==> src/rtl/core/touch_point_calibration_map_defines.svh <==
//------------------------------------------------------------------------------
// Touch point calibration map: assertion macros
// Shared assertion wrappers, clocked on aclk and disabled while aresetn is low.
//------------------------------------------------------------------------------
`ifndef TOUCH_POINT_CALIBRATION_MAP_DEFINES_SVH
`define TOUCH_POINT_CALIBRATION_MAP_DEFINES_SVH

// Consequent must hold in the same cycle as the antecedent.
`define TPCM_ASSERT_SAME(label, ante, cons, msg) \
    label: assert property (@(posedge aclk) disable iff (!aresetn) (ante) |-> (cons)) \
        else $error(msg);

// Consequent must hold in the cycle after the antecedent.
`define TPCM_ASSERT_NEXT(label, ante, cons, msg) \
    label: assert property (@(posedge aclk) disable iff (!aresetn) (ante) |=> (cons)) \
        else $error(msg);

`endif

==> src/rtl/core/tpcm_pkg.sv <==
//------------------------------------------------------------------------------
// Touch point calibration map: package
// Widths, register indexes, defaults and the sequencer state type.
//------------------------------------------------------------------------------
package tpcm_pkg;

    // Default screen size in pixels.
    localparam int DEF_SCREEN_W = 1024;
    localparam int DEF_SCREEN_H = 600;

    // Field widths.
    localparam int RAW_W      = 12;
    localparam int SIZE_W     = 12;
    localparam int SPAN_W     = 13;
    localparam int DIFF_W     = 13;
    localparam int PROD_W     = RAW_W + SIZE_W;
    localparam int QUOT_W     = PROD_W + 2;
    localparam int CNT_W      = $clog2(PROD_W);
    localparam int CFG_ADDR_W = 3;
    localparam int CFG_DATA_W = 13;
    localparam int IN_TDATA_W = 24;
    localparam int IN_TUSER_W = 3;

    // Input tuser bit positions.
    localparam int TUSER_MODE       = 0;
    localparam int TUSER_RESISTIVE  = 1;
    localparam int TUSER_SUPPRESSED = 2;

    // Configuration register indexes.
    localparam logic [CFG_ADDR_W-1:0] REG_SWAP_AXES = 3'd0;
    localparam logic [CFG_ADDR_W-1:0] REG_CENTER_X  = 3'd1;
    localparam logic [CFG_ADDR_W-1:0] REG_CENTER_Y  = 3'd2;
    localparam logic [CFG_ADDR_W-1:0] REG_SPAN_X    = 3'd3;
    localparam logic [CFG_ADDR_W-1:0] REG_SPAN_Y    = 3'd4;

    // Register reset values.
    localparam logic [RAW_W-1:0]  CENTER_RESET = 12'd2048;
    localparam logic [SPAN_W-1:0] SPAN_RESET   = 13'd4095;

    // Sequencer states.
    typedef enum logic [2:0] {
        ST_IDLE,
        ST_MUL,
        ST_DIV,
        ST_FIN,
        ST_OUT
    } state_t;

endpackage

==> src/rtl/core/touch_point_calibration_map.sv <==
//------------------------------------------------------------------------------
// Touch point calibration map
// Maps raw touch samples to clamped screen coordinates with a two point
// linear calibration, one shared serial divider for both axes.
//------------------------------------------------------------------------------
// A resistive sample is accepted and then worked on alone: each axis takes a
// multiply step, a 24-bit pass of the shared restoring divider (one quotient
// bit a cycle) and a finish step, and the ST_OUT state then loads the output
// register once it is free; the input is ready again once that result is
// loaded into the output register. A capacitive sample goes from ST_IDLE
// straight to ST_OUT. Backlight off events and suppressed samples leave the
// sequencer idle and give no result. The input side stays ready while a
// finished result waits to be taken; the user must see that configuration is
// written through the plain write port while idle; the block does not enforce it.
//------------------------------------------------------------------------------
`include "touch_point_calibration_map_defines.svh"

module touch_point_calibration_map #(
    parameter int SCREEN_W = tpcm_pkg::DEF_SCREEN_W,
    parameter int SCREEN_H = tpcm_pkg::DEF_SCREEN_H,
    localparam int XW      = $clog2(SCREEN_W + 1),
    localparam int YW      = $clog2(SCREEN_H + 1),
    localparam int OUT_W   = ((XW + YW + 7) / 8) * 8
) (
    input  logic                            aclk,
    input  logic                            aresetn,
    // Configuration write port.
    input  logic                            cfg_wr_en,
    input  logic [tpcm_pkg::CFG_ADDR_W-1:0] cfg_addr,
    input  logic [tpcm_pkg::CFG_DATA_W-1:0] cfg_wdata,
    // Input sample stream.
    input  logic                            s_tvalid,
    output logic                            s_tready,
    input  logic [tpcm_pkg::IN_TDATA_W-1:0] s_tdata,  // raw_a, raw_b
    input  logic [tpcm_pkg::IN_TUSER_W-1:0] s_tuser,  // mode, resistive, suppressed
    // Result stream.
    output logic                            m_tvalid,
    input  logic                            m_tready,
    output logic [OUT_W-1:0]                m_tdata,  // screen_x, screen_y
    output logic                            m_tuser   // wake_only
);

    localparam int RW = tpcm_pkg::RAW_W;
    localparam int SW = tpcm_pkg::SIZE_W;
    localparam int PW = tpcm_pkg::PROD_W;
    localparam int QW = tpcm_pkg::QUOT_W;
    localparam int NW = tpcm_pkg::SPAN_W;
    localparam int CW = tpcm_pkg::CNT_W;

    localparam logic [SW-1:0] SIZE_X   = SW'(SCREEN_W);
    localparam logic [SW-1:0] SIZE_Y   = SW'(SCREEN_H);
    localparam logic [CW-1:0] LAST_CNT = CW'(PW - 1);

    // Configuration registers.
    logic          swap_reg;
    logic [RW-1:0] center_x_reg;
    logic [RW-1:0] center_y_reg;
    logic [NW-1:0] span_x_reg;
    logic [NW-1:0] span_y_reg;

    // Control state.
    tpcm_pkg::state_t state_reg, state_next;
    logic          axis_reg, axis_next;
    logic          backlight_reg, backlight_next;
    logic          m_valid_reg, m_valid_next;
    logic [CW-1:0] cnt_reg, cnt_next;

    // Work registers.
    logic [RW-1:0] raw_x_reg, raw_x_next;
    logic [RW-1:0] raw_y_reg, raw_y_next;
    logic          wake_reg, wake_next;
    logic [XW-1:0] res_x_reg, res_x_next;
    logic [YW-1:0] res_y_reg, res_y_next;
    logic [PW-1:0] quo_reg, quo_next;
    logic [NW-1:0] rem_reg, rem_next;
    logic [NW-1:0] den_reg, den_next;
    logic          neg_reg, neg_next;

    // Output registers.
    logic [XW-1:0] out_x_reg, out_x_next;
    logic [YW-1:0] out_y_reg, out_y_next;
    logic          out_wake_reg, out_wake_next;

    // Input fields.
    logic          in_mode;
    logic          in_resistive;
    logic          in_suppressed;
    logic [RW-1:0] in_raw_a;
    logic [RW-1:0] in_raw_b;
    logic          in_fire;
    logic          out_free;

    // Datapath intermediates.
    logic [RW-1:0]                      raw_sel;
    logic [RW-1:0]                      center_sel;
    logic [NW-1:0]                      span_sel;
    logic [SW-1:0]                      size_sel;
    logic signed [tpcm_pkg::DIFF_W-1:0] diff;
    logic [RW-1:0]                      diff_mag;
    logic [NW-1:0]                      span_mag;
    logic [NW:0]                        trial;
    logic signed [QW-1:0]               quot_s;
    logic signed [QW-1:0]               val_s;
    logic [SW-1:0]                      clamped;

    assign in_raw_a      = s_tdata[RW-1:0];
    assign in_raw_b      = s_tdata[2*RW-1:RW];
    assign in_mode       = s_tuser[tpcm_pkg::TUSER_MODE];
    assign in_resistive  = s_tuser[tpcm_pkg::TUSER_RESISTIVE];
    assign in_suppressed = s_tuser[tpcm_pkg::TUSER_SUPPRESSED];

    assign s_tready = (state_reg == tpcm_pkg::ST_IDLE);
    assign in_fire  = s_tvalid && s_tready;
    assign out_free = !m_valid_reg || m_tready;

    assign m_tvalid = m_valid_reg;
    assign m_tdata  = OUT_W'({out_y_reg, out_x_reg});
    assign m_tuser  = out_wake_reg;

    // Next state of the sequencer.
    always_comb begin
        state_next = state_reg;
        case (state_reg)
            tpcm_pkg::ST_IDLE: begin
                if (in_fire && !in_mode && !in_suppressed) begin
                    state_next = in_resistive ? tpcm_pkg::ST_MUL : tpcm_pkg::ST_OUT;
                end
            end
            tpcm_pkg::ST_MUL: begin
                state_next = tpcm_pkg::ST_DIV;
            end
            tpcm_pkg::ST_DIV: begin
                if (cnt_reg == LAST_CNT) begin
                    state_next = tpcm_pkg::ST_FIN;
                end
            end
            tpcm_pkg::ST_FIN: begin
                state_next = axis_reg ? tpcm_pkg::ST_OUT : tpcm_pkg::ST_MUL;
            end
            tpcm_pkg::ST_OUT: begin
                if (out_free) begin
                    state_next = tpcm_pkg::ST_IDLE;
                end
            end
            default: begin
                state_next = tpcm_pkg::ST_IDLE;
            end
        endcase
    end

    // Per-axis operand selection and the shared arithmetic.
    always_comb begin
        raw_sel    = axis_reg ? raw_y_reg : raw_x_reg;
        center_sel = axis_reg ? center_y_reg : center_x_reg;
        span_sel   = axis_reg ? span_y_reg : span_x_reg;
        size_sel   = axis_reg ? SIZE_Y : SIZE_X;

        diff     = $signed({1'b0, raw_sel}) - $signed({1'b0, center_sel});
        diff_mag = diff[12] ? RW'(-diff) : RW'(diff);

        // A zero span is used as one; the most negative span has magnitude 4096.
        span_mag = span_sel[NW-1] ? (~span_sel + NW'(1)) : span_sel;
        if (span_sel == '0) begin
            span_mag = NW'(1);
        end

        // One restoring division step.
        trial = {rem_reg, quo_reg[PW-1]};

        // Signed quotient plus half the screen size, then clamp to 0..size.
        quot_s = neg_reg ? -$signed({2'b00, quo_reg}) : $signed({2'b00, quo_reg});
        val_s  = quot_s + $signed({{(QW-SW){1'b0}}, (size_sel >> 1)});
        if (val_s[QW-1]) begin
            clamped = '0;
        end else if (val_s > $signed({{(QW-SW){1'b0}}, size_sel})) begin
            clamped = size_sel;
        end else begin
            clamped = val_s[SW-1:0];
        end
    end

    // Register updates for each state.
    always_comb begin
        axis_next      = axis_reg;
        backlight_next = backlight_reg;
        m_valid_next   = m_valid_reg;
        cnt_next       = cnt_reg;
        raw_x_next     = raw_x_reg;
        raw_y_next     = raw_y_reg;
        wake_next      = wake_reg;
        res_x_next     = res_x_reg;
        res_y_next     = res_y_reg;
        quo_next       = quo_reg;
        rem_next       = rem_reg;
        den_next       = den_reg;
        neg_next       = neg_reg;
        out_x_next     = out_x_reg;
        out_y_next     = out_y_reg;
        out_wake_next  = out_wake_reg;

        if (m_valid_reg && m_tready) begin
            m_valid_next = 1'b0;
        end

        case (state_reg)
            tpcm_pkg::ST_IDLE: begin
                if (in_fire) begin
                    if (in_mode) begin
                        backlight_next = 1'b0;
                    end else if (!in_suppressed) begin
                        wake_next      = !backlight_reg;
                        backlight_next = 1'b1;
                        axis_next      = 1'b0;
                        raw_x_next     = (in_resistive && swap_reg) ? in_raw_b : in_raw_a;
                        raw_y_next     = (in_resistive && swap_reg) ? in_raw_a : in_raw_b;
                        // Capacitive samples are only clamped.
                        res_x_next = (in_raw_a > RW'(SCREEN_W)) ? XW'(SCREEN_W)
                                                                : XW'(in_raw_a);
                        res_y_next = (in_raw_b > RW'(SCREEN_H)) ? YW'(SCREEN_H)
                                                                : YW'(in_raw_b);
                    end
                end
            end
            tpcm_pkg::ST_MUL: begin
                quo_next = PW'(diff_mag) * PW'(size_sel);
                rem_next = '0;
                den_next = span_mag;
                neg_next = diff[12] ^ span_sel[NW-1];
                cnt_next = '0;
            end
            tpcm_pkg::ST_DIV: begin
                if (trial >= {1'b0, den_reg}) begin
                    rem_next = NW'(trial - {1'b0, den_reg});
                    quo_next = {quo_reg[PW-2:0], 1'b1};
                end else begin
                    rem_next = trial[NW-1:0];
                    quo_next = {quo_reg[PW-2:0], 1'b0};
                end
                cnt_next = cnt_reg + CW'(1);
            end
            tpcm_pkg::ST_FIN: begin
                if (axis_reg) begin
                    res_y_next = clamped[YW-1:0];
                end else begin
                    res_x_next = clamped[XW-1:0];
                end
                axis_next = 1'b1;
            end
            tpcm_pkg::ST_OUT: begin
                if (out_free) begin
                    m_valid_next  = 1'b1;
                    out_x_next    = res_x_reg;
                    out_y_next    = res_y_reg;
                    out_wake_next = wake_reg;
                end
            end
            default: begin
                m_valid_next = m_valid_reg;
            end
        endcase
    end

    // Control registers.
    always_ff @(posedge aclk) begin
        if (!aresetn) begin
            state_reg     <= tpcm_pkg::ST_IDLE;
            axis_reg      <= 1'b0;
            backlight_reg <= 1'b0;
            m_valid_reg   <= 1'b0;
            cnt_reg       <= '0;
        end else begin
            state_reg     <= state_next;
            axis_reg      <= axis_next;
            backlight_reg <= backlight_next;
            m_valid_reg   <= m_valid_next;
            cnt_reg       <= cnt_next;
        end
    end

    // Payload registers.
    always_ff @(posedge aclk) begin
        raw_x_reg    <= raw_x_next;
        raw_y_reg    <= raw_y_next;
        wake_reg     <= wake_next;
        res_x_reg    <= res_x_next;
        res_y_reg    <= res_y_next;
        quo_reg      <= quo_next;
        rem_reg      <= rem_next;
        den_reg      <= den_next;
        neg_reg      <= neg_next;
        out_x_reg    <= out_x_next;
        out_y_reg    <= out_y_next;
        out_wake_reg <= out_wake_next;
    end

    // Configuration registers; writes beyond the list are ignored.
    always_ff @(posedge aclk) begin
        if (!aresetn) begin
            swap_reg     <= 1'b0;
            center_x_reg <= tpcm_pkg::CENTER_RESET;
            center_y_reg <= tpcm_pkg::CENTER_RESET;
            span_x_reg   <= tpcm_pkg::SPAN_RESET;
            span_y_reg   <= tpcm_pkg::SPAN_RESET;
        end else if (cfg_wr_en) begin
            case (cfg_addr)
                tpcm_pkg::REG_SWAP_AXES: swap_reg     <= cfg_wdata[0];
                tpcm_pkg::REG_CENTER_X:  center_x_reg <= cfg_wdata[RW-1:0];
                tpcm_pkg::REG_CENTER_Y:  center_y_reg <= cfg_wdata[RW-1:0];
                tpcm_pkg::REG_SPAN_X:    span_x_reg   <= cfg_wdata[NW-1:0];
                tpcm_pkg::REG_SPAN_Y:    span_y_reg   <= cfg_wdata[NW-1:0];
                default: begin
                    swap_reg <= swap_reg;
                end
            endcase
        end
    end

    // Assertions.
    `TPCM_ASSERT_SAME(a_x_in_range, m_valid_reg, out_x_reg <= XW'(SCREEN_W),
        "screen_x above screen width")
    `TPCM_ASSERT_SAME(a_y_in_range, m_valid_reg, out_y_reg <= YW'(SCREEN_H),
        "screen_y above screen height")
    `TPCM_ASSERT_SAME(a_rem_below_den, state_reg == tpcm_pkg::ST_DIV, rem_reg < den_reg,
        "divider remainder not below divisor")
    `TPCM_ASSERT_NEXT(a_backlight_off, in_fire && in_mode, !backlight_reg,
        "backlight still on after off event")
    `TPCM_ASSERT_NEXT(a_wake_sets_backlight, in_fire && !in_mode && !in_suppressed,
        backlight_reg && (wake_reg == !$past(backlight_reg)),
        "wake flag or backlight state wrong after touch")

endmodule
==> config.mk <==
export PLATFORM = sky130hd
export DESIGN_NAME = touch_point_calibration_map
export DESIGN_NICKNAME = d
export VERILOG_FILES = /design/src/rtl/core/tpcm_pkg.sv /design/src/rtl/core/touch_point_calibration_map.sv
export VERILOG_INCLUDE_DIRS = /design/src /design/src/rtl/core
export SDC_FILE = /design/constraint.sdc
export NUM_CORES = 1
export LEC_CHECK = 0
export BUFFER_PORTS_ARGS = -buffer_cell sky130_fd_sc_hd__buf_2
export CELL_PAD_IN_SITES_DETAIL_PLACEMENT = 1
export CELL_PAD_IN_SITES_GLOBAL_PLACEMENT = 1
export CORE_MARGIN = 8
export CORE_UTILIZATION = 52
export CTS_CLUSTER_DIAMETER = 200
export CTS_CLUSTER_SIZE = 14
export DETAILED_ROUTE_END_ITERATION = 12
export PLACE_DENSITY_LB_ADDON = 0.15
export SLEW_MARGIN = 20
export SYNTH_ARGS = -nofsm -noshare
export SYNTH_HDL_FRONTEND = slang
export SYNTH_SLANG_ARGS = --single-unit
==> constraint.sdc <==
create_clock -name aclk -period 17.48 [get_ports aclk]
set_input_delay 0.874 -clock aclk [delete_from_list [all_inputs] [get_ports aclk]]
set_output_delay 0.874 -clock aclk [all_outputs]
set_load 0.01 [all_outputs]
==> impl_metrics.toml <==
[critical_path]
crit_fanout = 51
worstSetupEndpointType = "register"
r2r-start = "axis_reg$_SDFFE_PN0P_"
worstPathArrival_ps = 8860
crit_end = "quo_reg[22]$_DFFE_PP_"
critical_path_required_ps = 17660
start_kind = "register"
cp.depth = 29
cp-startpoint = "axis_reg$_SDFFE_PN0P_"
rr_endpoint = "quo_reg[22]$_DFFE_PP_"
crit_top_cell = "ha_1"
crit_type = "reg2reg"
slowest_delay_ps = 690
slowest_stage = "dfxtp_2"
critPathBufInv = 4
ff2ff_setup_slack_ps = 8800
crit_family = "compound AO/OA/AOI/OAI gates"
r2r_cells = 29

[routing]
drtIter0Drc = 515
vias = 10100
wire_per_inst_um = 20.1
viasPerCell = 5.88
drc = 0
drt-total-wl_mm = 34.4
antenna_left = 0
first_pass_iters = 5

[place]
place_congestion = 0.840
portBuffers = 71
post-place-ws_ps = 9060
dp_hpwl_mm = 25.1

[yosys]
netlist_instances = 1342
yosys_warnings = 0
ys_types = 70
synth_area_leader_cell = "edfxtp_1"
async_reset_ff_share_pct = 0
ys_top_cells_by_area = "edfxtp_1 (28%), ha_1 (11%), dfxtp_1 (9.8%)"
syn_area_sq_um = 12700
ys_ff_latch = 181
dominantRegCellSynth = "edfxtp_1"
synth_edf_count = 119
ys_seq_area_share_pct = 38.0
syn_avg_cell_area_sq_um = 9.44
synth_top_area_share_pct = 28.2

[global_routing]
grt_max_degree = 63
grt_pass1_vias = 10800
grt_antenna_before_repair = 0
grt_pass1_wl_mm = 56.1
overflow = 0
gr-usage-all-layers_pct = 24.0

[die]
core-area_sq_um = 24100
num_rows = 57
io_pins = 75
die_x_um = 172
die_area_sq_um = 29600
die_h_um = 172
start_util_pct = 52.6

[power_and_ir_drop]
vdd_drop_max_v = 0.0000640
p_per_area_nw_per_um2 = 92.0
leakage_nw = 5.71

[timing]
fin_tns_setup_ps = 0
fin_crit_ps = 8680
maxSlewHeadroom_pct = 25.5
finalHoldViolations = 0
skew_ps = 21.4
maxSlewViolCount = 0
rsz0062_at_grt = "false"
fin_crit_sh_pct = 49.7
fin_ws_ps = 8800
fmax_ghz = 0.115
worst_pin_slew_ps = 1120
finalSetupViolCount = 0

[cells_and_area]
most-common-layout-cells = "nand2_1 (178), edfxtp_1 (119), ha_1 (107)"
postLayoutCoreUtil_pct = 57.7
diodes = 0
drive_gt1_share_pct = 12.5
nets = 1553
largest_register_ffs = 24
area_delta_synth_final_pct = 9.81
mostFrequentLayoutCell = "nand2_1"

[clock_tree]
cts_resized = 0
numCtsBuffers = 17
tritoncts = "built"
htreeDepth = 4
cts.sinks = 181
clk_latency_ps = 450
clk_pin_slew_ps = 90
cts_root_buf = "clkbuf_16"
clock_path_buffers = 2
postCtsSetupBuffers = 0
cts_hold_buf = 0

[outcome]
outcome = "finished, final reports clean"

[min_path]
hold_path_class = "reg2reg"

[flow_run]
maxCapViolations = 0
report_power, final:
| group | internal, W | switching (W) |
|---|---|---|
| combinational | 0.000121 | 0.000198 |
| clock | 0.000206 | 0.000223 |
| sequential | 0.000501 | 0.0000306 |
metal layers:
metal,track usage (%),up-vias,part of all wire [%]
li1,-,4868,-
met1,28.6,4949,44
met2,43.0,196,50
met3,2.85,70,3.0
met4,10.2,0,3.3
met5,0,-,0
logic make-up (layout without fill, tap and decap cells):
logic type	Yosys count	count (layout)	synth area share, %
AND/OR/NAND/NOR	457	457	17.2
AO/OA/AOI/OAI	261	261	13.8
flip-flops	181	181	38.0
buffers and inverters	150	195	4.66
adder cells (fa/ha/maj)	128	128	13.9
multiplexers	82	82	6.87
XOR/XNOR	81	81	5.60
other	2	5	0.0593
layout make-up:
| type | instances | area [sq um] |
|---|---|---|
| repair buffers | 80 | 423 |
| well taps | 324 | 405 |
| inverters | 83 | 312 |
| clock inverters | 15 | 235 |
| fillers | 2772 | 10200 |
| flip-flops and latches | 181 | 4820 |
| multi-input cells | 1014 | 7300 |
| clock buffers | 17 | 425 |
stage by stage:
step	power [W]	hold WS [ps]	cells	area, sq um
2_1_floorplan	0.000758	400	1345	12700
3_3_place_gp	0.000839	404	1682	13200
3_5_place_dp	0.000852	406	1682	13200
4_1_cts	0.00129	427	1714	13900
5_1_grt	0.00134	427	1714	13900
6_report	0.00128	425	1714	13900
cells in the mapped netlist (11+ instances only):
master / number
clkbuf_1: 56
o21bai_1: 12
fa_1: 21
nand3_1: 49
nor4_1: 12
o21ai_0: 41
nor2_1: 94
nand2b_1: 12
xnor2_1: 51
mux2i_1: 42
o211ai_1: 14
xor2_1: 30
dfxtp_1: 62
and3_1: 11
o31ai_1: 11
nor3_1: 22
a21boi_0: 31
a21oi_1: 55
mux2_2: 40
inv_1: 83
a31oi_1: 13
edfxtp_1: 119
o21ai_1: 13
nor2b_1: 16
ha_1: 107
nand2_1: 178
worst min-delay path by stage:
stage	endpoint	depth (start not counted)	slack, ps	start
floorplan	m_tuser$_DFFE_PP_	0	400	wake_reg$_DFFE_PP_
global placement	out_y_reg[2]$_DFFE_PP_	0	400	res_y_reg[2]$_DFFE_PP_
detailed placement	out_x_reg[4]$_DFFE_PP_	0	410	res_x_reg[4]$_DFFE_PP_
CTS	out_x_reg[9]$_DFFE_PP_	0	430	res_x_reg[9]$_DFFE_PP_
global route	out_x_reg[4]$_DFFE_PP_	0	430	res_x_reg[4]$_DFFE_PP_
finish	out_x_reg[3]$_DFFE_PP_	0	420	res_x_reg[3]$_DFFE_PP_
Note: power is estimated with default switching activity, not from simulation.
